[src/rhl_pkg.sv]
// shared types and constants for the random hyperplane hash unit
`timescale 1ns / 1ps
`default_nettype none
package rhl_pkg;

    localparam int DEF_MAX_DIM    = 64;
    localparam int DEF_MAX_TABLES = 4;
    localparam int DEF_MAX_BITS   = 16;

    localparam int VAL_W  = 16;
    localparam int PROD_W = 32;
    localparam int ACC_W  = 38;
    localparam int HASH_W = 16;

    localparam int CFG_ADDR_W = 4;
    localparam int CFG_DATA_W = 32;

    typedef enum logic [1:0] {
        REG_DIM_IN_USE    = 2'd0,
        REG_TABLES_IN_USE = 2'd1,
        REG_BITS_IN_USE   = 2'd2,
        REG_NONE          = 2'd3
    } reg_idx_t;

    localparam logic [6:0] DIM_RESET    = 7'd64;
    localparam logic [3:0] TABLES_RESET = 4'd4;
    localparam logic [4:0] BITS_RESET   = 5'd16;

    localparam logic KIND_WEIGHT  = 1'b0;
    localparam logic KIND_ELEMENT = 1'b1;

    typedef struct packed {
        logic               kind;
        logic [2:0]         table_index;
        logic [3:0]         bit_index;
        logic [5:0]         dim_index;
        logic signed [15:0] value;
        logic               last;
    } in_item_t;

    typedef struct packed {
        logic [2:0]  out_table;
        logic [15:0] hash;
        logic        last_of_run;
    } out_item_t;

    // per-cell control from the sequencer
    typedef struct packed {
        logic we;     // weight write into this cell's column
        logic re;     // weight read for one table
        logic mul;    // read data valid, form product
        logic acc;    // product valid, accumulate and rotate
        logic shift;  // rotate ring while hashes go out
        logic clr;    // clear all accumulators
    } cell_ctrl_t;

endpackage
`default_nettype wire

[src/rhl_ram.sv]
// generic single-write, registered-read ram
`timescale 1ns / 1ps
`default_nettype none
module rhl_ram #(
    parameter int WIDTH = 16,
    parameter int DEPTH = 256
) (
    input  wire logic                                  clk,
    input  wire logic                                  we,
    input  wire logic [(DEPTH > 1 ? $clog2(DEPTH) : 1)-1:0] waddr,
    input  wire logic [WIDTH-1:0]                      wdata,
    input  wire logic                                  re,
    input  wire logic [(DEPTH > 1 ? $clog2(DEPTH) : 1)-1:0] raddr,
    output logic      [WIDTH-1:0]                      rdata
);
    logic [WIDTH-1:0] mem [DEPTH];

    always_ff @(posedge clk)
    begin
        if (we)
        begin
            mem[waddr] <= wdata;
        end
        if (re)
        begin
            rdata <= mem[raddr];
        end
    end
endmodule
`default_nettype wire

[src/rhl_cell.sv]
// one hash-bit cell: weight column, multiplier and accumulator ring over tables
`timescale 1ns / 1ps
`default_nettype none
module rhl_cell #(
    parameter int RING_LEN = rhl_pkg::DEF_MAX_TABLES,
    parameter int DEPTH    = rhl_pkg::DEF_MAX_TABLES * rhl_pkg::DEF_MAX_DIM
) (
    input  wire logic                                  clk,
    input  wire logic                                  rst_n,
    input  wire rhl_pkg::cell_ctrl_t                   ctrl,
    input  wire logic [(DEPTH > 1 ? $clog2(DEPTH) : 1)-1:0] waddr,
    input  wire logic [(DEPTH > 1 ? $clog2(DEPTH) : 1)-1:0] raddr,
    input  wire logic signed [rhl_pkg::VAL_W-1:0]      wdata,
    input  wire logic signed [rhl_pkg::VAL_W-1:0]      elem,
    output logic                                       nonneg
);
    localparam logic signed [rhl_pkg::ACC_W:0] SAT_MAX =
        (rhl_pkg::ACC_W+1)'((64'sd1 <<< (rhl_pkg::ACC_W-1)) - 64'sd1);
    localparam logic signed [rhl_pkg::ACC_W:0] SAT_MIN =
        (rhl_pkg::ACC_W+1)'(-(64'sd1 <<< (rhl_pkg::ACC_W-1)));

    logic [rhl_pkg::VAL_W-1:0]         rdata;
    logic signed [rhl_pkg::PROD_W-1:0] prod_reg;
    logic signed [rhl_pkg::ACC_W-1:0]  acc_reg [RING_LEN];
    logic signed [rhl_pkg::ACC_W:0]    sum;
    logic signed [rhl_pkg::ACC_W-1:0]  head_next;

    rhl_ram #(.WIDTH(rhl_pkg::VAL_W), .DEPTH(DEPTH)) u_col (
        .clk   (clk),
        .we    (ctrl.we),
        .waddr (waddr),
        .wdata (wdata),
        .re    (ctrl.re),
        .raddr (raddr),
        .rdata (rdata)
    );

    always_ff @(posedge clk)
    begin
        if (ctrl.mul)
        begin
            prod_reg <= $signed(rdata) * elem;
        end
    end

    // exact add with saturation at the 38-bit limits
    always_comb
    begin
        sum = (rhl_pkg::ACC_W+1)'(acc_reg[0]) + (rhl_pkg::ACC_W+1)'(prod_reg);
        if (sum > SAT_MAX)
        begin
            head_next = rhl_pkg::ACC_W'(SAT_MAX);
        end
        else if (sum < SAT_MIN)
        begin
            head_next = rhl_pkg::ACC_W'(SAT_MIN);
        end
        else
        begin
            head_next = rhl_pkg::ACC_W'(sum);
        end
    end

    always_ff @(posedge clk or negedge rst_n)
    begin
        if (!rst_n)
        begin
            for (int i = 0; i < RING_LEN; i++)
            begin
                acc_reg[i] <= '0;
            end
        end
        else if (ctrl.clr)
        begin
            for (int i = 0; i < RING_LEN; i++)
            begin
                acc_reg[i] <= '0;
            end
        end
        else if (ctrl.acc || ctrl.shift)
        begin
            for (int i = 0; i < RING_LEN - 1; i++)
            begin
                acc_reg[i] <= acc_reg[i+1];
            end
            acc_reg[RING_LEN-1] <= ctrl.acc ? head_next : acc_reg[0];
        end
    end

    assign nonneg = ~acc_reg[0][rhl_pkg::ACC_W-1];
endmodule
`default_nettype wire

[config.mk]
export PLATFORM = sky130hd
export DESIGN_NAME = rhl_cell
export DESIGN_NICKNAME = d
export VERILOG_FILES = /design/src/rhl_pkg.sv /design/src/rhl_ram.sv /design/src/rhl_cell.sv
export SDC_FILE = /design/constraint.sdc
export NUM_CORES = 2
export LEC_CHECK = 0
export BUFFER_PORTS_ARGS = -buffer_cell sky130_fd_sc_hd__buf_2
export CORE_ASPECT_RATIO = 0.75
export CORE_MARGIN = 5
export CORE_UTILIZATION = 45
export DETAILED_ROUTE_END_ITERATION = 10
export RECOVER_POWER = 100
export SLEW_MARGIN = 20
export SYNTH_ARGS = -nofsm -noshare
export SYNTH_HDL_FRONTEND = slang
export SYNTH_SLANG_ARGS = --single-unit
[constraint.sdc]
create_clock -name clk -period 12 [get_ports clk]
set_input_delay 0.6 -clock clk [delete_from_list [all_inputs] [get_ports clk]]
set_output_delay 0.6 -clock clk [all_outputs]
set_load 0.02 [all_outputs]
==> key figures <==
Timing
  – Fin crit share: 69.96%
  – TNS Setup: 0 ns
  – RSZ-0062 raised after global routing: false
  – Max-slew violations: 5123
  – Minimum clock period: 8.395 ns
  – Max Clock Freq: 119.1 MHz
  – Slew margin rel.: -271.3%
  – Worst Max-Slew Pin Slew: 5.570 ns
  – Final setup viols: 0
  – Worst-case clock skew: 0.08803 ns
  – WHS: 0.1614 ns
  – Final hold vios: 0

Finish
  – Max FFs per register: 4096
  – Sequential cell area: 0.1282 sq mm
  – Fill cell count: 30730
  – Share of cells above drive strength 1: 23.18%
  – Final nets: 9019
  – Multi-input logic area: 0.04478 sq mm
  – Area Growth Syn to Fin: 11.46%

Logic synthesis
  – Cell count after synthesis: 8190
  – Asr flop ratio synth: 3.538%
  – Most frequent cells after synthesis: edfxtp_1 (4144), mux4_2 (1360), nand2_1 (407), nor2_1 (322), inv_1 (299)
  – Post-synth EDFFs: 4144
  – Distinct cell type count after synthesis: 63
  – Avg Cell Area, Syn: 21.46 sq um
  – Synth top area cells: edfxtp_1 (71%), mux4_2 (17%), fa_1 (3.0%)
  – Yosys warns: 0
  – Register area share after synthesis: 72.97%
  – Mapped cell area: 0.1757 sq mm
  – Main synth FF type: edfxtp_1
  – Yosys reg bits: 4296
  – Area leader, netlist: edfxtp_1
  – Post-synth top area share: 70.81%
  – Syn Nets: 8629
  – Top-count cell post-synth: edfxtp_1

Worst setup path
  – CP Data Arrival Time: 9.10 ns
  – Slowest stage cell, crit path: clkbuf_2
  – Worst path required time: 12.71 ns
  – RR Startpoint: u_col.rdata[11]$_DFFE_PP_
  – CP max stage delay: 2.91 ns
  – CP startpoint: raddr[0]
  – Largest fanout on the critical path: 101
  – Setup crit start kind: primary input
  – CP Cell Sequence: clkbuf_2 > buf_12 > clkbuf_2 > mux4_2 > mux4_2 > mux4_2 > mux4_2
  – Worst setup EP type: register
  – CP most frequent cell: mux4_2
  – Critical path type: primary input to register

Route
  – Routed wire length: 447300 um
  – Initial DRC count: 11810
  – Drt via density: 6.018
  – 1st-pass router iterations: 5
  – Via count: 85070
  – Antenna-violating nets left: 0
  – Residual DRC: 0
  – DR WL/cell: 31.64 um

Power
  – Total power: 0.04049 W
  – PwrDens: 206.7 mW/mm^2
  – Leak Pwr: 62.29 nW
  – Worst vdd ir: 672.9 uV

Die
  – Chip width: 731.6 um
  – Core box area: 0.3885 sq mm
  – Starting Density: 45.24%
  – Die area: 0.4033 sq mm
  – Site Rows: 198
  – Die H: 551.2 um
  – Num ports: 57

Clock tree
  – Clk Latency, worst-skew pair: 0.98 ns
  – Clk root buf: clkbuf_16
  – Htree depth: 5
  – Clock Tree Buf Depth: 4
  – CTS clk-pin slew, worst paths: 0.07 ns
  – CTS tree: yes
  – Sink Count: 4296
  – Postcts setup bufs: 0
  – CTS Buf Count: 411

Outcome
  – Outcome: finished with violations
  – Failing checks: capacitance limit, slew limit

Global routing
  – Total track usage: 22.02%
  – First-pass GRT wire length: 638200 um
  – Vias in the first global route: 84510
  – Grt total ovfl: 0
  – Largest net degree at the start of global routing: 127
  – Antenna violations before repair: 70

Placed design
  – GPL Wtd Cong: 0.8782
  – # port buffers: 56
  – Detailed Place HPWL: 264400 um

Run
  – Max_cap viols: 107

Hold path
  – Hold Crit Class: primary input to register
  – Worst Hold Launch: ctrl[0]
-- critical path: cells and delay by family --
| family | cells | cell delay [ns] |
|---|---|---|
| buffers and inverters | 3 | 5.53 |
| muxes | 4 | 2.59 |
-- power by group --
| group | switching (W) | internal (W) | leakage (nW) | total [W] |
|---|---|---|---|---|
| sequential | 0.000121 | 0.0171 | 39.4 | 0.0172 |
| clock | 0.00559 | 0.00713 | 6.33 | 0.0127 |
| combinational | 0.00606 | 0.00448 | 16.6 | 0.0105 |
| total | 0.0118 | 0.0287 | 62.3 | 0.0405 |
-- metal layers --
layer | up-vias | share of wire, % | global-route usage, %
met3 | 593 | 10 | 5.222
met2 | 4063 | 44 | 31.56
met4 | 4 | 2.5 | 5.308
met1 | 46230 | 43 | 34.32
li1 | 34180 | - | -
met5 | - | 0.0047 | 0
-- cell families (layout without fill, tap and decap cells) --
family	count (synthesis)	in the layout	synth area share [%]
AND/OR/NAND/NOR	966	966	2.381
flip-flops	4296	4296	72.97
other	0	27	0
adder cells (fa/ha/maj)	384	384	3.856
XOR/XNOR	70	70	0.3488
buffers and inverters	738	1457	1.623
AO/OA/AOI/OAI	339	339	1.180
multiplexers	1397	1397	17.64
-- cell usage in the layout (no fill, tap or decap), drive strengths merged, types with 16 or more instances in the layout --
master	count
buf	78
ha	120
dfrtp	152
and2	127
a211oi	16
mux2i	34
nor2	322
fa	263
nand3	33
edfxtp	4144
clkinv	165
diode	27
inv	312
xnor2	55
nand4	16
o21ai	27
mux4	1360
bufinv	35
a21oi	180
clkbuf	847
a21o	31
nand2	407
nor2b	16
-- stage by stage --
stage	std cells	util, %	cell area (sq um)	worst slack, ns
6_report	14140	50.43	195900	3.605
3_5_place_dp	13360	47.40	184100	5.048
4_1_cts	14110	50.78	197300	5.030
2_1_floorplan	8190	-	175700	5.668
5_1_grt	14120	50.41	195800	2.628
3_3_place_gp	13360	47.39	184100	5.118
-- area by class of cell --
| type | instances | area share [%] |
|---|---|---|
| diodes | 27 | 0.03449 |
| multi-input cells | 3156 | 22.86 |
| clock inverters | 228 | 1.180 |
| inverters | 299 | 0.5730 |
| well taps | 5200 | 3.321 |
| clock buffers | 514 | 5.500 |
| repair buffers | 416 | 1.062 |
| flip-flops and latches | 4296 | 65.47 |
-- final timing paths --
check	endpoint	slack [ns]	cells past startpoint
max	u_col.rdata[0]$_DFFE_PP_	3.61	7
min	acc_reg[144]$_DFFE_PN0P_	0.16	2
max reg2reg	prod_reg[31]$_DFFE_PP_	4.73	21
min reg2reg	acc_reg[142]$_DFFE_PN0P_	0.50	2
max in group asynchronous	acc_reg[38]$_DFFE_PN0P_	5.13	3
min in group asynchronous	acc_reg[107]$_DFFE_PN0P_	1.79	2
-- repair_timing --
| action | in CTS | in global routing |
|---|---|---|
| hold buffers | 5 | 0 |
| endpoints found under the hold margin | 183 | 0 |
| resized for setup | 0 | 0 |
Power figures use the tool's default switching activity.
